### src/hdl/assert_macros.svh
// ---------------------------------------------------------------------------
// Assertion macros
// Shared concurrent assertion forms for the RTL.
// ---------------------------------------------------------------------------
`ifndef ASSERT_MACROS_SVH
`define ASSERT_MACROS_SVH

// Same-cycle implication, disabled during reset.
`define AST_IMP(lbl, clk, rst_n, ante, cons) \
  lbl: assert property (@(posedge clk) disable iff (!rst_n) (ante) |-> (cons)) \
    else $error("assertion failed: same-cycle implication");

// Next-cycle implication, disabled during reset.
`define AST_NXT(lbl, clk, rst_n, ante, cons) \
  lbl: assert property (@(posedge clk) disable iff (!rst_n) (ante) |=> (cons)) \
    else $error("assertion failed: next-cycle implication");

`endif

### src/hdl/itp_pkg.sv
// ---------------------------------------------------------------------------
// itp_pkg
// Types, codes and helpers for the infix to postfix converter.
// ---------------------------------------------------------------------------
package itp_pkg;

  localparam int STACK_DEPTH = 32;
  localparam int STK_AW      = (STACK_DEPTH > 1) ? $clog2(STACK_DEPTH) : 1;
  localparam int STK_CW      = $clog2(STACK_DEPTH + 1);

  // input token kinds
  localparam logic [2:0] TK_NUM    = 3'd0;
  localparam logic [2:0] TK_VAR    = 3'd1;
  localparam logic [2:0] TK_OP     = 3'd2;
  localparam logic [2:0] TK_LPAREN = 3'd3;
  localparam logic [2:0] TK_RPAREN = 3'd4;

  // operator codes; stack also holds a left paren code
  localparam logic [2:0] OP_ADD      = 3'd0;
  localparam logic [2:0] OP_SUB      = 3'd1;
  localparam logic [2:0] OP_MUL      = 3'd2;
  localparam logic [2:0] OP_DIV      = 3'd3;
  localparam logic [2:0] OP_POW      = 3'd4;
  localparam logic [2:0] LPAREN_CODE = 3'd5;

  // result kinds
  localparam logic [2:0] RK_NUM = 3'd0;
  localparam logic [2:0] RK_VAR = 3'd1;
  localparam logic [2:0] RK_OP  = 3'd2;
  localparam logic [2:0] RK_END = 3'd3;
  localparam logic [2:0] RK_ERR = 3'd4;

  // status codes
  localparam logic [1:0] ST_OK         = 2'd0;
  localparam logic [1:0] ST_OVERFLOW   = 2'd1;
  localparam logic [1:0] ST_UNMATCH_RP = 2'd2;
  localparam logic [1:0] ST_UNMATCH_LP = 2'd3;

  typedef enum logic [3:0] {
    S_IDLE,
    S_DISPATCH,
    S_EVAL,
    S_PUSH,
    S_PASS,
    S_UNMATCH_R,
    S_FLUSH_ERR,
    S_FLUSH_END,
    S_FINISH
  } seq_state_t;

  typedef struct packed {
    logic [2:0]  kind;
    logic [2:0]  op;
    logic [31:0] payload;
    logic [1:0]  status;
  } res_t;

  typedef struct packed {
    logic       push;
    logic       pop;
    logic       rd;
    logic [2:0] wdata;
  } stk_ctl_t;

  typedef struct packed {
    logic stage;
    logic finish;
  } outq_ctl_t;

  // binding level; left paren and unknown codes are level 0
  function automatic logic [1:0] level_of(input logic [2:0] code);
    logic [1:0] lv;
    case (code)
      OP_ADD, OP_SUB: lv = 2'd1;
      OP_MUL, OP_DIV: lv = 2'd2;
      OP_POW:         lv = 2'd3;
      default:        lv = 2'd0;
    endcase
    return lv;
  endfunction

endpackage

### src/hdl/itp_stack.sv
// ---------------------------------------------------------------------------
// itp_stack
// Operator stack: memory with registered top read and an entry count.
// ---------------------------------------------------------------------------
module itp_stack
  import itp_pkg::*;
(
  input  logic              clk,
  input  logic              rst_n,
  input  stk_ctl_t          ctl,
  output logic [STK_CW-1:0] count,
  output logic [2:0]        top,
  output logic              full
);

  logic [2:0]        mem [STACK_DEPTH];
  logic [STK_CW-1:0] count_r, count_nxt;
  logic [2:0]        top_r;
  logic [STK_CW-1:0] rd_idx;

  // a read issued together with a pop fetches the entry below the popped one
  assign rd_idx = count_r - (ctl.pop ? STK_CW'(2) : STK_CW'(1));

  always_comb begin
    count_nxt = count_r;
    if (ctl.push) begin
      count_nxt = count_r + STK_CW'(1);
    end else if (ctl.pop) begin
      count_nxt = count_r - STK_CW'(1);
    end
  end

  always_ff @(posedge clk) begin
    if (!rst_n) begin
      count_r <= '0;
    end else begin
      count_r <= count_nxt;
    end
  end

  always_ff @(posedge clk) begin
    if (ctl.push) begin
      mem[count_r[STK_AW-1:0]] <= ctl.wdata;
    end
    if (ctl.rd) begin
      top_r <= mem[rd_idx[STK_AW-1:0]];
    end
  end

  assign count = count_r;
  assign top   = top_r;
  assign full  = (count_r == STK_CW'(STACK_DEPTH));

endmodule

### src/hdl/itp_outq.sv
// ---------------------------------------------------------------------------
// itp_outq
// Staging slot plus output register; marks the final result of a transaction.
// ---------------------------------------------------------------------------
module itp_outq
  import itp_pkg::*;
(
  input  logic        clk,
  input  logic        rst_n,
  input  outq_ctl_t   ctl,
  input  res_t        res,
  output logic        room,
  output logic        pend_valid,
  output logic        out_valid,
  input  logic        out_ready,
  output logic [2:0]  out_kind,
  output logic [2:0]  out_op,
  output logic [31:0] out_payload,
  output logic [1:0]  out_status,
  output logic        out_last
);

  res_t pend_r;
  logic pend_v_r, pend_v_nxt;
  res_t out_r;
  logic out_last_r, out_last_nxt;
  logic out_v_r, out_v_nxt;
  logic load_out;

  // staged result can move on when the output slot is free or draining
  assign room = !pend_v_r || !out_v_r || out_ready;

  always_comb begin
    out_v_nxt    = out_v_r && !out_ready;
    pend_v_nxt   = pend_v_r;
    load_out     = 1'b0;
    out_last_nxt = out_last_r;
    if (ctl.stage) begin
      pend_v_nxt = 1'b1;
      if (pend_v_r) begin
        load_out     = 1'b1;
        out_last_nxt = 1'b0;
      end
    end else if (ctl.finish) begin
      pend_v_nxt = 1'b0;
      if (pend_v_r) begin
        load_out     = 1'b1;
        out_last_nxt = 1'b1;
      end
    end
    if (load_out) begin
      out_v_nxt = 1'b1;
    end
  end

  always_ff @(posedge clk) begin
    if (!rst_n) begin
      pend_v_r <= 1'b0;
      out_v_r  <= 1'b0;
    end else begin
      pend_v_r <= pend_v_nxt;
      out_v_r  <= out_v_nxt;
    end
  end

  always_ff @(posedge clk) begin
    if (ctl.stage) begin
      pend_r <= res;
    end
    if (load_out) begin
      out_r      <= pend_r;
      out_last_r <= out_last_nxt;
    end
  end

  assign pend_valid  = pend_v_r;
  assign out_valid   = out_v_r;
  assign out_kind    = out_r.kind;
  assign out_op      = out_r.op;
  assign out_payload = out_r.payload;
  assign out_status  = out_r.status;
  assign out_last    = out_last_r;

endmodule

### src/hdl/infix_to_postfix_converter.sv
// ---------------------------------------------------------------------------
// infix_to_postfix_converter
// Shunting-yard converter: infix token stream in, postfix result stream out.
// ---------------------------------------------------------------------------
// One transaction at a time. After a token is taken the block drops in_ready
// and a small sequencer walks the operator stack, one stack entry per cycle
// while the output has room, through a single precedence compare; the stack
// memory has one registered read port, so the top entry is read in S_DISPATCH
// before S_EVAL compares it. An operator pops until a looser top (for power,
// no tighter) or an empty stack and is pushed; a closing paren pops operators
// up to its left paren; an end transaction flushes the whole stack, then gives
// an error result if a left paren was dropped, and the end marker.
// Each result passes through a one-entry staging slot so that out_last can be
// set on the final result of the transaction, then an output register; a
// stalled out_ready holds the sequencer where it would emit.
// Stack overflow, an unmatched right paren and leftover left parens at end
// are reported with an error result carrying out_status.
// ---------------------------------------------------------------------------
`include "assert_macros.svh"

module infix_to_postfix_converter
  import itp_pkg::*;
(
  input  logic        clk,
  input  logic        rst_n,
  // token input
  input  logic        in_valid,
  output logic        in_ready,
  input  logic        in_cmd,
  input  logic [2:0]  in_token_kind,
  input  logic [2:0]  in_op_code,
  input  logic [31:0] in_payload,
  // postfix output
  output logic        out_valid,
  input  logic        out_ready,
  output logic [2:0]  out_kind,
  output logic [2:0]  out_op,
  output logic [31:0] out_payload,
  output logic [1:0]  out_status,
  output logic        out_last
);

  seq_state_t state_r, state_nxt;

  // latched transaction
  logic        cmd_r;
  logic [2:0]  kind_r;
  logic [2:0]  op_r;
  logic [31:0] payload_r;
  logic        paren_r, paren_nxt;   // left paren dropped during flush

  // stack
  stk_ctl_t          stk_ctl;
  logic [STK_CW-1:0] stk_count;
  logic [2:0]        stk_top;
  logic              stk_full;

  // output queue
  outq_ctl_t q_ctl;
  res_t      q_res;
  logic      q_room;
  logic      q_pend;

  // shared compare: does the stacked operator bind tightly enough to pop?
  logic [1:0] lv_in, lv_top;
  logic       top_pops;
  logic       top_lp;
  logic       more;

  assign lv_in    = level_of(op_r);
  assign lv_top   = level_of(stk_top);
  // power is right-associative: pop only on strictly higher level
  assign top_pops = (op_r == OP_POW) ? (lv_in < lv_top) : (lv_in <= lv_top);
  assign top_lp   = (stk_top == LPAREN_CODE);
  assign more     = (stk_count > STK_CW'(1));

  assign in_ready = (state_r == S_IDLE);

  always_comb begin
    state_nxt = state_r;
    paren_nxt = paren_r;
    stk_ctl   = '0;
    q_ctl     = '0;
    q_res     = '0;

    case (state_r)
      S_IDLE: begin
        paren_nxt = 1'b0;
        if (in_valid) begin
          state_nxt = S_DISPATCH;
        end
      end

      S_DISPATCH: begin
        if (cmd_r) begin
          if (stk_count != '0) begin
            stk_ctl.rd = 1'b1;
            state_nxt  = S_EVAL;
          end else begin
            state_nxt = S_FLUSH_END;
          end
        end else begin
          case (kind_r)
            TK_NUM, TK_VAR: state_nxt = S_PASS;
            TK_OP: begin
              if (op_r > OP_POW) begin
                state_nxt = S_IDLE;           // unknown operator: dropped
              end else if (stk_count != '0) begin
                stk_ctl.rd = 1'b1;
                state_nxt  = S_EVAL;
              end else begin
                state_nxt = S_PUSH;
              end
            end
            TK_LPAREN: state_nxt = S_PUSH;
            TK_RPAREN: begin
              if (stk_count != '0) begin
                stk_ctl.rd = 1'b1;
                state_nxt  = S_EVAL;
              end else begin
                state_nxt = S_UNMATCH_R;
              end
            end
            default: state_nxt = S_IDLE;     // unknown kind: dropped
          endcase
        end
      end

      // stk_top holds the current top entry
      S_EVAL: begin
        q_res.kind = RK_OP;
        q_res.op   = stk_top;
        if (cmd_r) begin
          if (top_lp) begin
            stk_ctl.pop = 1'b1;
            paren_nxt   = 1'b1;
            if (more) begin
              stk_ctl.rd = 1'b1;
            end else begin
              state_nxt = S_FLUSH_ERR;
            end
          end else if (q_room) begin
            q_ctl.stage = 1'b1;
            stk_ctl.pop = 1'b1;
            if (more) begin
              stk_ctl.rd = 1'b1;
            end else begin
              state_nxt = paren_r ? S_FLUSH_ERR : S_FLUSH_END;
            end
          end
        end else if (kind_r == TK_OP) begin
          if (!top_pops) begin
            state_nxt = S_PUSH;
          end else if (q_room) begin
            q_ctl.stage = 1'b1;
            stk_ctl.pop = 1'b1;
            if (more) begin
              stk_ctl.rd = 1'b1;
            end else begin
              state_nxt = S_PUSH;
            end
          end
        end else begin
          // right paren
          if (top_lp) begin
            stk_ctl.pop = 1'b1;
            state_nxt   = S_FINISH;
          end else if (q_room) begin
            q_ctl.stage = 1'b1;
            stk_ctl.pop = 1'b1;
            if (more) begin
              stk_ctl.rd = 1'b1;
            end else begin
              state_nxt = S_UNMATCH_R;
            end
          end
        end
      end

      S_PUSH: begin
        q_res.kind   = RK_ERR;
        q_res.status = ST_OVERFLOW;
        if (stk_full) begin
          if (q_room) begin
            q_ctl.stage = 1'b1;
            state_nxt   = S_FINISH;
          end
        end else begin
          stk_ctl.push  = 1'b1;
          stk_ctl.wdata = (kind_r == TK_OP) ? op_r : LPAREN_CODE;
          state_nxt     = S_FINISH;
        end
      end

      S_PASS: begin
        q_res.kind    = kind_r;
        q_res.payload = payload_r;
        if (q_room) begin
          q_ctl.stage = 1'b1;
          state_nxt   = S_FINISH;
        end
      end

      S_UNMATCH_R: begin
        q_res.kind   = RK_ERR;
        q_res.status = ST_UNMATCH_RP;
        if (q_room) begin
          q_ctl.stage = 1'b1;
          state_nxt   = S_FINISH;
        end
      end

      S_FLUSH_ERR: begin
        q_res.kind   = RK_ERR;
        q_res.status = ST_UNMATCH_LP;
        if (q_room) begin
          q_ctl.stage = 1'b1;
          state_nxt   = S_FLUSH_END;
        end
      end

      S_FLUSH_END: begin
        q_res.kind = RK_END;
        if (q_room) begin
          q_ctl.stage = 1'b1;
          state_nxt   = S_FINISH;
        end
      end

      // push the staged result out with out_last set
      S_FINISH: begin
        if (q_room) begin
          q_ctl.finish = 1'b1;
          state_nxt    = S_IDLE;
        end
      end

      default: state_nxt = S_IDLE;
    endcase
  end

  always_ff @(posedge clk) begin
    if (!rst_n) begin
      state_r <= S_IDLE;
      paren_r <= 1'b0;
    end else begin
      state_r <= state_nxt;
      paren_r <= paren_nxt;
    end
  end

  always_ff @(posedge clk) begin
    if (in_valid && in_ready) begin
      cmd_r     <= in_cmd;
      kind_r    <= in_token_kind;
      op_r      <= in_op_code;
      payload_r <= in_payload;
    end
  end

  itp_stack u_stack (
    .clk   (clk),
    .rst_n (rst_n),
    .ctl   (stk_ctl),
    .count (stk_count),
    .top   (stk_top),
    .full  (stk_full)
  );

  itp_outq u_outq (
    .clk         (clk),
    .rst_n       (rst_n),
    .ctl         (q_ctl),
    .res         (q_res),
    .room        (q_room),
    .pend_valid  (q_pend),
    .out_valid   (out_valid),
    .out_ready   (out_ready),
    .out_kind    (out_kind),
    .out_op      (out_op),
    .out_payload (out_payload),
    .out_status  (out_status),
    .out_last    (out_last)
  );

  // sequencer never pushes into a full stack or pops an empty one
  `AST_IMP(a_push_room, clk, rst_n, stk_ctl.push, !stk_full)
  `AST_IMP(a_pop_nonempty, clk, rst_n, stk_ctl.pop, stk_count != '0)
  // a transaction is fully handed to the output register before the next
  `AST_IMP(a_idle_drained, clk, rst_n, in_ready, !q_pend)
  `AST_NXT(a_accept_busy, clk, rst_n, in_valid && in_ready, !in_ready)

endmodule

### config.mk
export PLATFORM = sky130hd
export DESIGN_NAME = infix_to_postfix_converter
export DESIGN_NICKNAME = d
export VERILOG_FILES = /design/src/hdl/itp_pkg.sv /design/src/hdl/itp_stack.sv /design/src/hdl/itp_outq.sv /design/src/hdl/infix_to_postfix_converter.sv
export VERILOG_INCLUDE_DIRS = /design/src /design/src/hdl
export SDC_FILE = /design/constraint.sdc
export NUM_CORES = 1
export LEC_CHECK = 0
export BUFFER_PORTS_ARGS = -buffer_cell sky130_fd_sc_hd__buf_2
export CAP_MARGIN = 30
export CORE_MARGIN = 5
export CORE_UTILIZATION = 59
export CTS_CLUSTER_DIAMETER = 40
export DETAILED_ROUTE_END_ITERATION = 8
export PLACE_DENSITY = 0.84
export SYNTH_ARGS = -nofsm -noshare
export SYNTH_HDL_FRONTEND = slang
export SYNTH_SLANG_ARGS = --single-unit
### constraint.sdc
create_clock -name clk -period 6.29 [get_ports clk]
set_input_delay 1.258 -clock clk [delete_from_list [all_inputs] [get_ports clk]]
set_output_delay 1.258 -clock clk [all_outputs]
set_load 0.02 [all_outputs]
# Yosys cells after proc, flatten, opt, wreduce, memory -nomap -nowiden
# Memory sizes are Yosys's and may differ from the RTL's. A register that Yosys moved wholly into a read port is not among the register bits.
# Index checks and enable logic that the tools add are counted.
# Widths: inputs -> output; s select.
dict set report word_totals {
  reg_bits 133
  mem_bits_rw 96
  in_bits 43
  output_inout_bits 43
  word_cells 160
  n_memories 1
}
# name words word_bits rd rd_clocked_by_memory_dff wr line
set mem_list {}
lappend mem_list {u_stack.mem 32 3 1 1 1 itp_stack.sv:16} ;# logic [2:0] mem [STACK_DEPTH];
dict set report op_classes {
  addsub 3
  magnitude_cmp 4
  eq_ne 33
  mux 75
  reduce_logical 26
}
# operator n
set ops {}
lappend ops {{$mux 4} 18}
lappend ops {{$mux 1} 33}
lappend ops {{$pmux 4 s7} 1}
lappend ops {{$eq 3x2->1 const B} 6}
lappend ops {{$pmux 2 s3} 3}
lappend ops {{$eq 4x3->1 const B} 4}
lappend ops {{$ne 4x4->1 const B} 4}
lappend ops {{$pmux 4 s4} 1}
lappend ops {{$mux 3} 5}
lappend ops {{$mux 2} 7}
lappend ops {{$eq 3x3->1 const B} 4}
lappend ops {{$mux 6} 2}
lappend ops {{$pmux 3 s4} 1}
lappend ops {{$ne 2x2->1 const B} 5}
lappend ops {{$reduce_or 2->1} 5}
lappend ops {{$eq 3x1->1 const B} 3}
lappend ops {{$logic_not 3->1} 3}
lappend ops {{$reduce_and 9->1} 1}
lappend ops {{$eq 4x2->1 const B} 2}
lappend ops {{$add 6x1->6 const B} 1}
lappend ops {{$eq 6x6->1 const B} 1}
lappend ops {{$gt 6x1->1 const B} 1}
lappend ops {{$pmux 1 s2} 3}
lappend ops {{$reduce_and 3->1} 2}
lappend ops {{other kinds (18)} 25}

# Logic depth before layout (Yosys ltp)
# Gate-level depths: netlist of the first run.
dict set report depth {
  depth_word 11
  depth_mapped 16
  ltp_nobuf 14
}

# By module
# Synthesis of the first run repeated with hierarchy kept, for this count alone.
dict set report hier_totals {
  hier_cells 573
  area_unflattened_um2 9431.5
}
# module instances cells_each area_each_um2 seq_area_each_um2
set by_module_without_submodules {}
lappend by_module_without_submodules {itp_stack 1 268 4578.1 3093.0}
lappend by_module_without_submodules {itp_outq 1 91 2522.4 2472.4}
lappend by_module_without_submodules {infix_to_postfix_converter 1 214 2331.0 1271.2}

# Worst setup path before layout of the first run
# OpenSTA, ideal clock, no wires.
dict set report synth_timing {
  kind {register to register}
  start {reg op_r[0]}
  end {reg u_outq.out_r (netlist bit u_outq.out_kind[0]), enable pin}
  setup_ns 0.498
  arrival_time_ns 4.571
  t_required_ns 5.792
  slack_ns 1.221
  stages_incl_launch_ff 9
  path_buffers 0
  period_less_slack_ns 5.069
  path_cell_list {edfxtp_1 -> nor3b_1 -> o21bai_1 -> ha_1 -> nor2b_1 -> o22a_1 -> a21oi_1 -> nor2_1 -> a211oi_1}
}
dict set report synth_between {
  elab_chain_cells 10
  word_cells_on_any_way 16
  cone_classes {2 x order compare; 4 x eq/ne; 7 x mux; 3 x reduce/logical}
}
# element line
set synth_lines {}
lappend synth_lines {{start, declared} infix_to_postfix_converter.sv:48} ;# logic [2:0] op_r;
lappend synth_lines {{start signal, assigned} infix_to_postfix_converter.sv:256} ;# op_r <= in_op_code;
lappend synth_lines {{$eq 3x2->1 (tied with other cells)} itp_pkg.sv:73} ;# case (code)
lappend synth_lines {{$reduce_or 2->1} itp_pkg.sv:73}
lappend synth_lines {{$pmux 2 s3} itp_pkg.sv:73}
lappend synth_lines {{$le 2x2->1 / $lt 2x2->1 (equally long branches)} infix_to_postfix_converter.sv:73} ;# assign top_pops = (op_r == OP_POW) ? (lv_in < lv_top) : (lv_in <= lv_top);
lappend synth_lines {{$mux 1 (*)} infix_to_postfix_converter.sv:73}
lappend synth_lines {{$mux 1 (*)} infix_to_postfix_converter.sv:152} ;# if (!top_pops) begin
lappend synth_lines {{$mux 1 (*)} infix_to_postfix_converter.sv:151} ;# end else if (kind_r == TK_OP) begin
lappend synth_lines {{$mux 1 (*)} infix_to_postfix_converter.sv:133} ;# if (cmd_r) begin
lappend synth_lines {{$pmux 1 s3 (*)} infix_to_postfix_converter.sv:86} ;# case (state_r)
lappend synth_lines {{$mux 1 (*)} itp_outq.sv:38} ;# if (ctl.stage) begin
lappend synth_lines {{net u_outq.load_out} itp_outq.sv:28} ;# logic load_out;
lappend synth_lines {{end signal, assigned} itp_outq.sv:71} ;# out_r <= pend_r;
lappend synth_lines {{end, declared} itp_outq.sv:25} ;# res_t out_r;
# Mark *: on every way through the listed nets, which the timed path passes. The rest lies on a longest branch.
# A chain may end at the register's enable or synchronous reset.

# Worst setup path in the final report of the first run
dict set report layout_timing {
  start {reg op_r[2]}
  end {reg u_stack.top_r[0] (netlist: u_stack.top[0]), read port of u_stack.mem (data pin)}
}
dict set report layout_between {
  elab_chain_cells 11
  word_cells_on_any_way 22
  cone_classes {1 x add/sub; 3 x order compare; 4 x eq/ne; 11 x mux; 3 x reduce/logical}
}
# element line
set layout_lines {}
lappend layout_lines {{$eq 3x2->1 (tied with other cells)} itp_pkg.sv:73}
lappend layout_lines {{$reduce_or 2->1} itp_pkg.sv:73}
lappend layout_lines {{$pmux 2 s3} itp_pkg.sv:73}
lappend layout_lines {{$le 2x2->1 / $lt 2x2->1 (equally long branches)} infix_to_postfix_converter.sv:73}
lappend layout_lines {{$mux 1} infix_to_postfix_converter.sv:73}
lappend layout_lines {{$mux 2} infix_to_postfix_converter.sv:152}
lappend layout_lines {{$mux 2} infix_to_postfix_converter.sv:151}
lappend layout_lines {{$mux 2} infix_to_postfix_converter.sv:133}
lappend layout_lines {{$mux 1} infix_to_postfix_converter.sv:86}
lappend layout_lines {{$mux 2} itp_stack.sv:22} ;# assign rd_idx = count_r - (ctl.pop ? STK_CW'(2) : STK_CW'(1));
lappend layout_lines {{$sub 5x5->5} itp_stack.sv:22}
lappend layout_lines {{end, declared} itp_stack.sv:18} ;# logic [2:0] top_r;
# Several ways; a longest one is shown, not always the timed one.

==> results of run 1 <==
[kinds of logic (layout without fill, tap and decap cells)]
kind of cell             count (synthesis)  in the layout  share of synthesized area (%)
other                                    0              1                              0
AO/OA/AOI/OAI                           77             77                           5.82
flip-flops                             232            232                           72.6
AND/OR/NAND/NOR                        181            181                           10.8
buffers and inverters                   44            159                           2.11
XOR/XNOR                                 4              4                          0.372
adder cells (fa/ha/maj)                  9              9                           1.28
multiplexers                            32             32                           7.03
[worst reg2reg max path, stage by stage (launching register included)]
cell and delay [ns]:
edfxtp_1 0.46, nor3b_1 0.19, o21bai_1 0.16, ha_1 0.29
nor2b_1 0.14, o22a_1 0.27, a21oi_1 0.17, nor2_1 0.30
ha_1 0.23, inv_1 0.05, fa_1 1.07, mux4_2 0.43
mux4_2 0.49, o221a_1 0.26
[synthesized netlist by cell type (all sizes together) (3+ instances only)]
library cell	n	area share [%]
and2	4	0.27
a31oi	5	0.33
o31ai	5	0.40
a211oi	4	0.32
o21a	4	0.32
nand2	27	1.1
o21ai	17	0.90
nand4	3	0.20
a2111oi	3	0.28
buf	11	0.80
nor4b	3	0.57
or3	4	0.32
or4b	4	0.47
ha	8	1.1
nand3	10	0.53
nand2b	5	0.33
nor3	10	0.58
nor2	50	2.0
and3	34	2.3
xnor2	3	0.28
nand3b	5	0.40
dfxtp	13	2.8
a21oi	13	0.73
inv	15	0.60
clkbuf	18	0.72
nor3b	5	0.40
mux2	3	0.36
o211ai	6	0.53
mux4	27	6.5
edfxtp	219	70
nor2b	6	0.40
o221a	3	0.36
[final cells by class]
class,instances,area (sq um),share of cell area (%)
repair buffers,96,551,5.01
clock buffers,26,651,5.92
well taps,216,270,2.46
multi-input cells,303,2390,21.8
inverters,15,56.3,0.512
flip-flops and latches,232,6840,62.2
clock inverters,22,239,2.17
diodes,1,2.50,0.0228
[power by group]
part	switching [mW]	total, mW	internal, mW	leakage (nW)
Sequential	0.206	2.28	2.08	2.05
Clock	0.612	1.51	0.896	0.418
Combinational	0.934	1.68	0.750	1.30
Total	1.75	5.48	3.72	3.77
[worst paths after layout]
check / from / end / slack [ns] / cells after the start
worst max register to register: op_r[2]$_DFFE_PP_ / u_stack.top[0]$_DFFE_PP_ / 1.52 / 13
worst min-delay path: u_outq.pend_r[37]$_DFFE_PP_ / u_outq.out_kind[0]$_DFFE_PP_ / 0.42 / 0
worst max-delay path: op_r[2]$_DFFE_PP_ / u_stack.top[0]$_DFFE_PP_ / 1.52 / 13
worst min register to register: u_outq.pend_r[37]$_DFFE_PP_ / u_outq.out_kind[0]$_DFFE_PP_ / 0.42 / 0
[sequential cells by signal, indices dropped and copies added (netlist names)]
name,flops
u_outq.out_status,2
u_stack.mem,96
u_outq.out_kind,3
u_outq.out_payload,32
cmd_r,1
kind_r,3
u_outq.pend_valid,1
paren_r,1
op_r,3
u_stack.top,3
u_outq.out_valid,1
u_outq.pend_r,40
state_r,4
payload_r,32
u_stack.count,6
u_outq.out_op,3
u_outq.out_last,1
[routing by layer]
metal / vias to the layer above / track usage, % / share of wire [%] / wire length [microns]
met3: 38 / 4.22 / 8.6 / 1650
met4: 0 / 7.11 / 2.6 / 501
met1: 2704 / 27.1 / 38 / 7350
met2: 267 / 36.8 / 51 / 9790
met5: - / 0 / 0 / 0
li1: 2465 / - / - / -
[through the flow]
step / utilization, % / worst slack, ns
finish: 69.7 / 1.52
global route: 69.7 / 1.23
global placement: 63.6 / 1.48
CTS: 69.7 / 1.53
detailed placement: 64.1 / 1.27
floorplan: - / 1.22
==> run_results.csv, run 1 <==
group,metric,value,unit
clocking,htree_levels,1,
timing,maxSlewViolCount,0,
yosys,synth_area_per_cell,16.3,sq um
finish,fillers,992,
worst_setup_path,cp.required,6.56,ns
timing,fin_skew,0.0142,ns
grt,grt_max_degree,41,
worst_setup_path,crit_family,"adder cells",
floorplanning,die_h,136,microns
clocking,cts_setup_buffers,0,
timing,finalHoldWorstSlack,0.417,ns
routing,remaining_drc_errors,0,
yosys,ys_seq_area_share,72.6,%
clocking,cts_root_buffer,"clkbuf_16",
timing,fin_crit_sh,75.8,%
job,maxCapViolations,0,
yosys,synth_top_flop_cell,"edfxtp_1",
timing,hold_viol,0,
floorplanning,initial_utilization,59.7,%
worst_setup_path,worst-setup-path-type,"register to register",
worst_setup_path,path_cells,"nor3b_1 -> o21bai_1 -> ha_1 -> nor2b_1 -> o22a_1 -> a21oi_1 -> nor2_1 -> ha_1 -> inv_1 -> fa_1 -> mux4_2 -> mux4_2 -> o221a_1",
worst_setup_path,slowest_stage,"fa_1",
yosys,synth_cells,579,
worst_setup_path,worst-path-buf-inv,1,
yosys,ys_ff_latch,232,
finish,final_area,0.0110,sq mm
timing,relSlewSlack,36.0,%
timing,worstMarginPinSlew,0.958,ns
floorplanning,die_w,136,microns
timing,finalSetupViolCount,0,
timing,min_period,4.77,ns
clocking,clock_latency,0.53,ns
place,place_hpwl,12400,microns
worst_setup_path,cp_max_fo,19,
grt,grt_overflow,0,
yosys,yosysUniqueCellTypes,66,
worst_setup_path,cp-end-kind,"register",
worst_setup_path,worst_setup_path_start_kind,"register",
run_status,status,"complete, no violations",
clocking,cts_sinks,232,
finish,area.growth.synth_to_final,16.8,%
floorplanning,dieArea,0.0186,sq mm
yosys,synth_nets,631,
finish,nets,726,
yosys,ys.warnings.count,0,
power_and_ir_drop,irDropWorstVdd,0.000245,V
yosys,synth_edf_count,219,
finish,final_cell_mix,"edfxtp_1, buf_2, nor2_1",
min_path,min_path_type,"register to register",
power_and_ir_drop,power_density,498,mW/mm^2
grt,grt_pass1_wl,30000,microns
place,placed_area,0.0101,sq mm
worst_setup_path,crit_arrival,5.03,ns
routing,wl_per_cell,21.2,microns
timing,max_freq,0.210,GHz
timing,fin_setup_tns,0,ns
routing,drtIter0Drc,587,
finish,final_common_cell,"edfxtp_1",
worst_setup_path,cpPeakStageDelay,1.07,ns
power_and_ir_drop,power.leakage,3.77,nW
floorplanning,core,0.0158,sq mm
clocking,cts_buffers,26,
power_and_ir_drop,power,5.48,mW
floorplanning,ios,86,
finish,drive_gt1_share,26.9,%
grt,grtUsageTotal,21.3,%
floorplanning,rows,46,
finish,finalNonFillerCells,911,
routing,drt-total-wl,19300,microns
clocking,ctsHoldBuffers,0,
routing,vias_per_cell,6.01,
place,gp_congestion,0.903,
clocking,clk_transition_reported_paths,0.06,ns
yosys,ys_async_sr_fraction,0,%
grt,grt_pass1_vias,5535,
routing,ant_nets,0,
routing,vias,5474,
yosys,synth_area,0.00942,sq mm
clocking,cts_tree,"built",
routing,dr.pass1.iters,7,
place,portBuffers,85,
clocking,cts_resized,0,
grt,antenna_found_initial,1,
clocking,cts_buffer_depth,3,
timing,rsz0062_at_grt,"no",
place,dp_cells,862,
Note: power is estimated with default switching activity, not from simulation.
==> run 2: changes to the inputs <==
==> constraint.sdc (replaced) <==
create_clock -name clk -period 4.86 [get_ports clk]
set_input_delay 0.972 -clock clk [delete_from_list [all_inputs] [get_ports clk]]
set_output_delay 0.972 -clock clk [all_outputs]
set_load 0.02 [all_outputs]
==> run 2 against run 1 <==
Compared with the run above:
- via count up 3.3%
- highest routed layer unchanged
- setup slack worse by 1.1 ns
- wire length up 6.8%
- core utilization up 0.47 points
- register-to-register slack worse by 1.1 ns
- largest cell class unchanged
- sequential power up 29%
==> run_results.csv, run 2 (synthesis results as in run 1) <==
group,metric,value,unit
worst_setup_path,cp.required,5.13,ns
power_and_ir_drop,power_density,657,mW/mm^2
routing,wl_met2,10500,microns
power_and_ir_drop,irDropWorstVdd,0.000449,V
worst_setup_path,cp_max_fo,24,
routing,ant_nets,0,
floorplanning,ios,86,
grt,grt_pass1_vias,5644,
floorplanning,rows,46,
timing,max_freq,0.223,GHz
worst_setup_path,path_cells,"nor3b_1 -> o21bai_1 -> ha_1 -> nor2b_1 -> o22a_1 -> a21oi_1 -> nor2_1 -> ha_1 -> buf_4 -> mux4_2 -> mux4_2 -> o221a_1",
min_path,min_path_type,"register to register",
worst_setup_path,r2r_setup_slack,0.38,ns
grt,grt_max_degree,41,
timing,finalSetupViolCount,0,
timing,fin_skew,0.00872,ns
timing,finalHoldWorstSlack,0.418,ns
clocking,cts_sinks,232,
floorplanning,dieArea,0.0186,sq mm
worst_setup_path,worst-setup-path-type,"register to register",
finish,nets,731,
finish,final_common_cell,"edfxtp_1",
clocking,cts_buffers,27,
finish,drive_gt1_share,27.6,%
worst_setup_path,timing.critical_path.from,"op_r[0]$_DFFE_PP_",
timing,fin_setup_tns,0,ns
timing,rsz0062_at_grt,"no",
routing,wl_per_cell,22.5,microns
timing,layout_setup_ws,0.379,ns
floorplanning,initial_utilization,59.7,%
place,place_hpwl,13000,microns
finish,largest_reg_flops,96,
timing,worstMarginPinSlew,0.953,ns
routing,drtIter0Drc,561,
floorplanning,core,0.0158,sq mm
clocking,cts_buffer_depth,3,
place,pre_cts_slack,0.245,ns
timing,relSlewSlack,36.4,%
clocking,htree_levels,1,
worst_setup_path,slowest_stage,"mux4_2",
routing,wirelength_met1,7650,microns
worst_setup_path,worst_setup_path_start_kind,"register",
run_status,status,"complete, no violations",
grt,grt_overflow,0,
min_path,min_path_cells,0,
finish,final_util,70.2,%
grt,grt_pass1_wl,31400,microns
routing,route.met3.wl,1770,microns
routing,vias,5655,
finish,multiInputGateArea,0.00240,sq mm
power_and_ir_drop,power.leakage,3.83,nW
finish,final_cell_mix,"edfxtp_1, buf_2, nor2_1",
job,maxCapViolations,0,
routing,dr.max_layer_used,"met4",
timing,fin_crit_sh,92.2,%
worst_setup_path,worstSetupEndpoint,"u_stack.top[0]$_DFFE_PP_",
worst_setup_path,r2r_start,"op_r[0]$_DFFE_PP_",
floorplanning,die_h,136,microns
routing,remaining_drc_errors,0,
routing,drt-total-wl,20600,microns
grt,antenna_found_initial,1,
place,gp_congestion,0.879,
timing,hold_viol,0,
clocking,clock_latency,0.52,ns
place,portBuffers,85,
worst_setup_path,crit_arrival,4.75,ns
worst_setup_path,cp-end-kind,"register",
floorplanning,die_w,136,microns
clocking,cts_tree,"built",
finish,ff_latch_area,0.00684,sq mm
routing,vias_per_cell,6.17,
clocking,cts_root_buffer,"clkbuf_16",
clocking,clk_transition_reported_paths,0.06,ns
worst_setup_path,r2r_end,"u_stack.top[0]$_DFFE_PP_",
timing,min_period,4.48,ns
power_and_ir_drop,power,7.27,mW
finish,area.growth.synth_to_final,17.6,%
worst_setup_path,cpPeakStageDelay,0.57,ns
routing,dr.pass1.iters,5,
worst_setup_path,reg2reg_depth,12,
finish,fillers,992,
grt,grtUsageTotal,22.4,%
timing,maxSlewViolCount,0,
## run 2: how the worst min path moves through the flow
stage	start	to	slack, ns
6_report	u_outq.pend_r[1]$_DFFE_PP_	u_outq.out_status[1]$_DFFE_PP_	0.42
5_1_grt	u_outq.pend_r[14]$_SDFFCE_PN0P_	u_outq.out_payload[12]$_DFFE_PP_	0.42
4_1_cts	u_outq.pend_r[34]$_SDFFCE_PN0P_	u_outq.out_op[0]$_DFFE_PP_	0.42
3_5_place_dp	u_outq.pend_r[34]$_SDFFCE_PN0P_	u_outq.out_op[0]$_DFFE_PP_	0.40
2_1_floorplan	u_outq.pend_r[37]$_DFFE_PP_	u_outq.out_kind[0]$_DFFE_PP_	0.40
3_3_place_gp	u_outq.pend_r[28]$_SDFFCE_PN0P_	u_outq.out_payload[26]$_DFFE_PP_	0.40
## run 2: layer usage
metal	vias to the layer above	global-route usage [%]
li1	2490	-
met1	2782	28.3
met2	318	39.6
met3	65	3.70
met4	0	7.33
met5	-	0
## run 2: area by class of cell
class	instances	share of cell area (%)
multi-input cells	303	21.7
clock inverters	20	2.14
well taps	216	2.44
repair buffers	100	5.29
flip-flops and latches	232	61.7
inverters	15	0.509
diodes	1	0.0226
clock buffers	30	6.20
## run 2: power breakdown
part           internal (mW)  leakage, nW  switching, mW
logic                  0.980         1.33           1.30
registers               2.69         2.05          0.245
clock network           1.22        0.458          0.835
total                   4.89         3.83           2.38
## run 2: worst max-delay path, delay by kind of cell, from the launching register on
kind	cells	cell delay (ns)
AO/OA/AOI/OAI	4	1.07
adder cells (fa/ha/maj)	2	0.59
buffers and inverters	1	0.40
flip-flops	1	0.43
multiplexers	2	1.08
AND/OR/NAND/NOR	3	0.64
## run 2: what timing repair did
item,CTS,global route
setup buffers,0,0
hold buffers,0,0
gates resized for setup,0,2
setup endpoints to repair,0,3
## run 2: per-stage QoR
| step | cells | area, sq um |
|---|---|---|
| 2_1_floorplan | 579 | 9420 |
| 3_3_place_gp | 863 | 10100 |
| 3_5_place_dp | 866 | 10100 |
| 4_1_cts | 916 | 11100 |
| 5_1_grt | 917 | 11100 |
| 6_report | 917 | 11100 |
==> run 3: changes to the inputs <==
--- a/config.mk
+++ b/config.mk
@@ -6,6 +6,7 @@
 export SDC_FILE = /design/constraint.sdc
 export NUM_CORES = 1
 export LEC_CHECK = 0
+export ABC_AREA = 1
 export BUFFER_PORTS_ARGS = -buffer_cell sky130_fd_sc_hd__buf_2
 export CAP_MARGIN = 30
 export CORE_MARGIN = 5
==> run 3 against run 2 <==
Compared with the run above:
- wire length is 4.0% lower
- die area is 0.62% higher
- core utilization hardly changed
- largest power group unchanged
- critical endpoint unchanged
==> run_results.csv, run 3 <==
group,metric,value,unit
run_status,status,"complete, no violations",
place,dp_cells,1080,
grt,grt_overflow,0,
clocking,cts_setup_buffers,0,
clocking,cts_buffers,27,
finish,final_cell_mix,"edfxtp_1, nor2_1, nand2_1",
grt,grtUsageTotal,21.7,%
yosys,synth-xor-area-share,1.07,%
clocking,ctsHoldBuffers,0,
routing,dr.pass1.iters,5,
timing,fin_setup_tns,0,ns
finish,ff_latch_area,0.00684,sq mm
power_and_ir_drop,power.leakage,4.22,nW
floorplanning,core,0.0158,sq mm
floorplanning,die_w,137,microns
floorplanning,dieArea,0.0187,sq mm
yosys,synth_nets,845,
finish,finalNonFillerCells,1129,
routing,ant_nets,0,
grt,antenna_found_initial,0,
power_and_ir_drop,irDropWorstVdd,0.000492,V
clocking,htree_levels,1,
clocking,cts_buffer_depth,3,
timing,relSlewSlack,42.8,%
yosys,ys_seq_area_share,72.1,%
floorplanning,initial_utilization,59.9,%
worst_setup_path,worst_setup_path_start_kind,"register",
power_and_ir_drop,power,7.60,mW
timing,rsz0062_at_grt,"no",
timing,min_period,4.10,ns
clocking,cts_resized,0,
yosys,ys_async_sr_fraction,0,%
yosys,yosys.area.top_type_share,69.4,%
finish,nets,946,
clocking,cts_root_buffer,"clkbuf_16",
yosys,ys.warnings.count,0,
yosys,synth_area_per_cell,12.0,sq um
timing,worstMarginPinSlew,0.853,ns
clocking,cts_sinks,232,
grt,grt_max_degree,49,
timing,hold_viol,0,
routing,wl_per_cell,17.5,microns
timing,finalSetupViolCount,0,
worst_setup_path,cp-end-kind,"register",
clocking,clk_transition_reported_paths,0.06,ns
yosys,yosysUniqueCellTypes,35,
routing,drtIter0Drc,633,
finish,drive_gt1_share,18.0,%
grt,grt_pass1_vias,5948,
finish,fillers,1046,
worst_setup_path,cp_max_fo,19,
worst_setup_path,cp.required,5.14,ns
floorplanning,ios,86,
yosys,yosys-top-cells-count,"edfxtp_1, nor2_1, nand2_1",
routing,vias_per_cell,5.51,
clocking,cts_tree,"built",
power_and_ir_drop,power_density,684,mW/mm^2
yosys,yosys.area_share.simple,13.2,%
floorplanning,die_h,137,microns
timing,maxSlewViolCount,0,
yosys,synth_compound_area_share,7.34,%
worst_setup_path,crit_arrival,4.39,ns
timing,fin_crit_sh,84.4,%
routing,remaining_drc_errors,0,
yosys,synth_top_flop_cell,"edfxtp_1",
yosys,synth_top_area_cell,"edfxtp_1",
finish,multiInputGateArea,0.00219,sq mm
timing,finalHoldWorstSlack,0.416,ns
yosys,synth_mux_area_share,0,%
place,portBuffers,85,
yosys,synth_area,0.00948,sq mm
timing,max_freq,0.244,GHz
yosys,synth.area.top_cells,"edfxtp_1, nor2_1, o21ai_0, nand2_1, inv_1",
place,gp_congestion,0.923,
yosys,ys_ff_latch,232,
yosys,synth_top_family_by_area,"simple AND/OR/NAND/NOR gates",
yosys,synth_fa_ha_area_share,1.27,%
finish,largest_reg_flops,96,
grt,grt_pass1_wl,31400,microns
place,place_hpwl,13200,microns
finish,final_util,70.2,%
finish,n_antenna_cell,0,
yosys,synth_cells,793,
yosys,synth_most_common_cell,"edfxtp_1",
clocking,clock_latency,0.54,ns
min_path,min_path_type,"register to register",
timing,fin_skew,0.0141,ns
finish,area.growth.synth_to_final,17.2,%
routing,vias,6226,
floorplanning,rows,46,
yosys,synth_edf_count,219,
routing,drt-total-wl,19800,microns
worst_setup_path,worst-setup-path-type,"register to register",
job,maxCapViolations,0,
finish,final_common_cell,"edfxtp_1",
[run 3: cell types whose count changed in the layout (fill, tap and decap cells not counted), moves of 7 or more]
cell      delta
nand3_1     +21
mux4_2      -27
o211ai_1     +7
nor2_1     +108
and3_1      -34
o22ai_1     +10
inv_1       +71
nand2_1     +65
o21ai_0     +54
[run 3: path summary, 6_finish.rpt]
check                                                     start  cells past startpoint                                to  slack [ns]
worst max-delay path                   u_stack.top[0]$_DFFE_PP_                     18          u_stack.top[0]$_DFFE_PP_        0.76
worst min-delay path            u_outq.pend_r[17]$_SDFFCE_PN0P_                      0  u_outq.out_payload[15]$_DFFE_PP_        0.42
worst max register to register         u_stack.top[0]$_DFFE_PP_                     18          u_stack.top[0]$_DFFE_PP_        0.76
worst min register to register  u_outq.pend_r[17]$_SDFFCE_PN0P_                      0  u_outq.out_payload[15]$_DFFE_PP_        0.42
[run 3: where the power goes]
part	switching [mW]	internal [mW]	leakage [nW]
registers	0.183	2.73	2.07
clock network	0.795	1.19	0.421
logic	1.85	0.840	1.74
total	2.83	4.77	4.22
[run 3: kinds of logic (layout without fill, tap and decap cells)]
kind of cell | Yosys count | in the layout
and+or+nand+nor | 303 | 303
DFF | 232 | 232
AOI/OAI and AO/OA | 124 | 124
buffers and inverters | 116 | 236
adders and majority gates | 9 | 9
xor gates and xnor gates | 9 | 9
[run 3: area by class of cell]
cell class / instances / area share (%)
sequential: 232 / 61.6
inverter: 93 / 3.17
multi-input combinational: 445 / 19.8
timing repair buffer: 95 / 4.98
clock inverter: 17 / 1.87
clock buffer: 31 / 6.22
tap: 216 / 2.43
[run 3: routing by layer]
layer  wire, microns  vias up  global-route usage [%]
li1                -     2930                       -
met1            7960     2953                    29.7
met2            9790      300                    36.2
met3            1510       43                    2.94
met4             516        0                    7.50
met5               0        -                       0
[run 3: worst max-delay path: stages, from the launching register on]
cell	delay [ns]
edfxtp_1	0.47
o21ai_0	0.18
o21ai_0	0.13
ha_1	0.33
inv_1	0.06
o21bai_1	0.14
nand2_1	0.09
nand2_1	0.06
nand2_1	0.07
nand3_1	0.21
ha_1	0.20
inv_1	0.06
fa_1	0.43
xnor2_2	0.69
inv_1	0.31
nor2_1	0.18
o21ai_0	0.11
nand2_1	0.09
nand2_1	0.06
[run 3: per-stage QoR]
stage	setup slack, ns	area (sq um)
3_3_place_gp	0.956	10100
5_1_grt	0.410	11100
4_1_cts	0.812	11100
2_1_floorplan	1.40	9480
3_5_place_dp	0.725	10200
6_report	0.756	11100
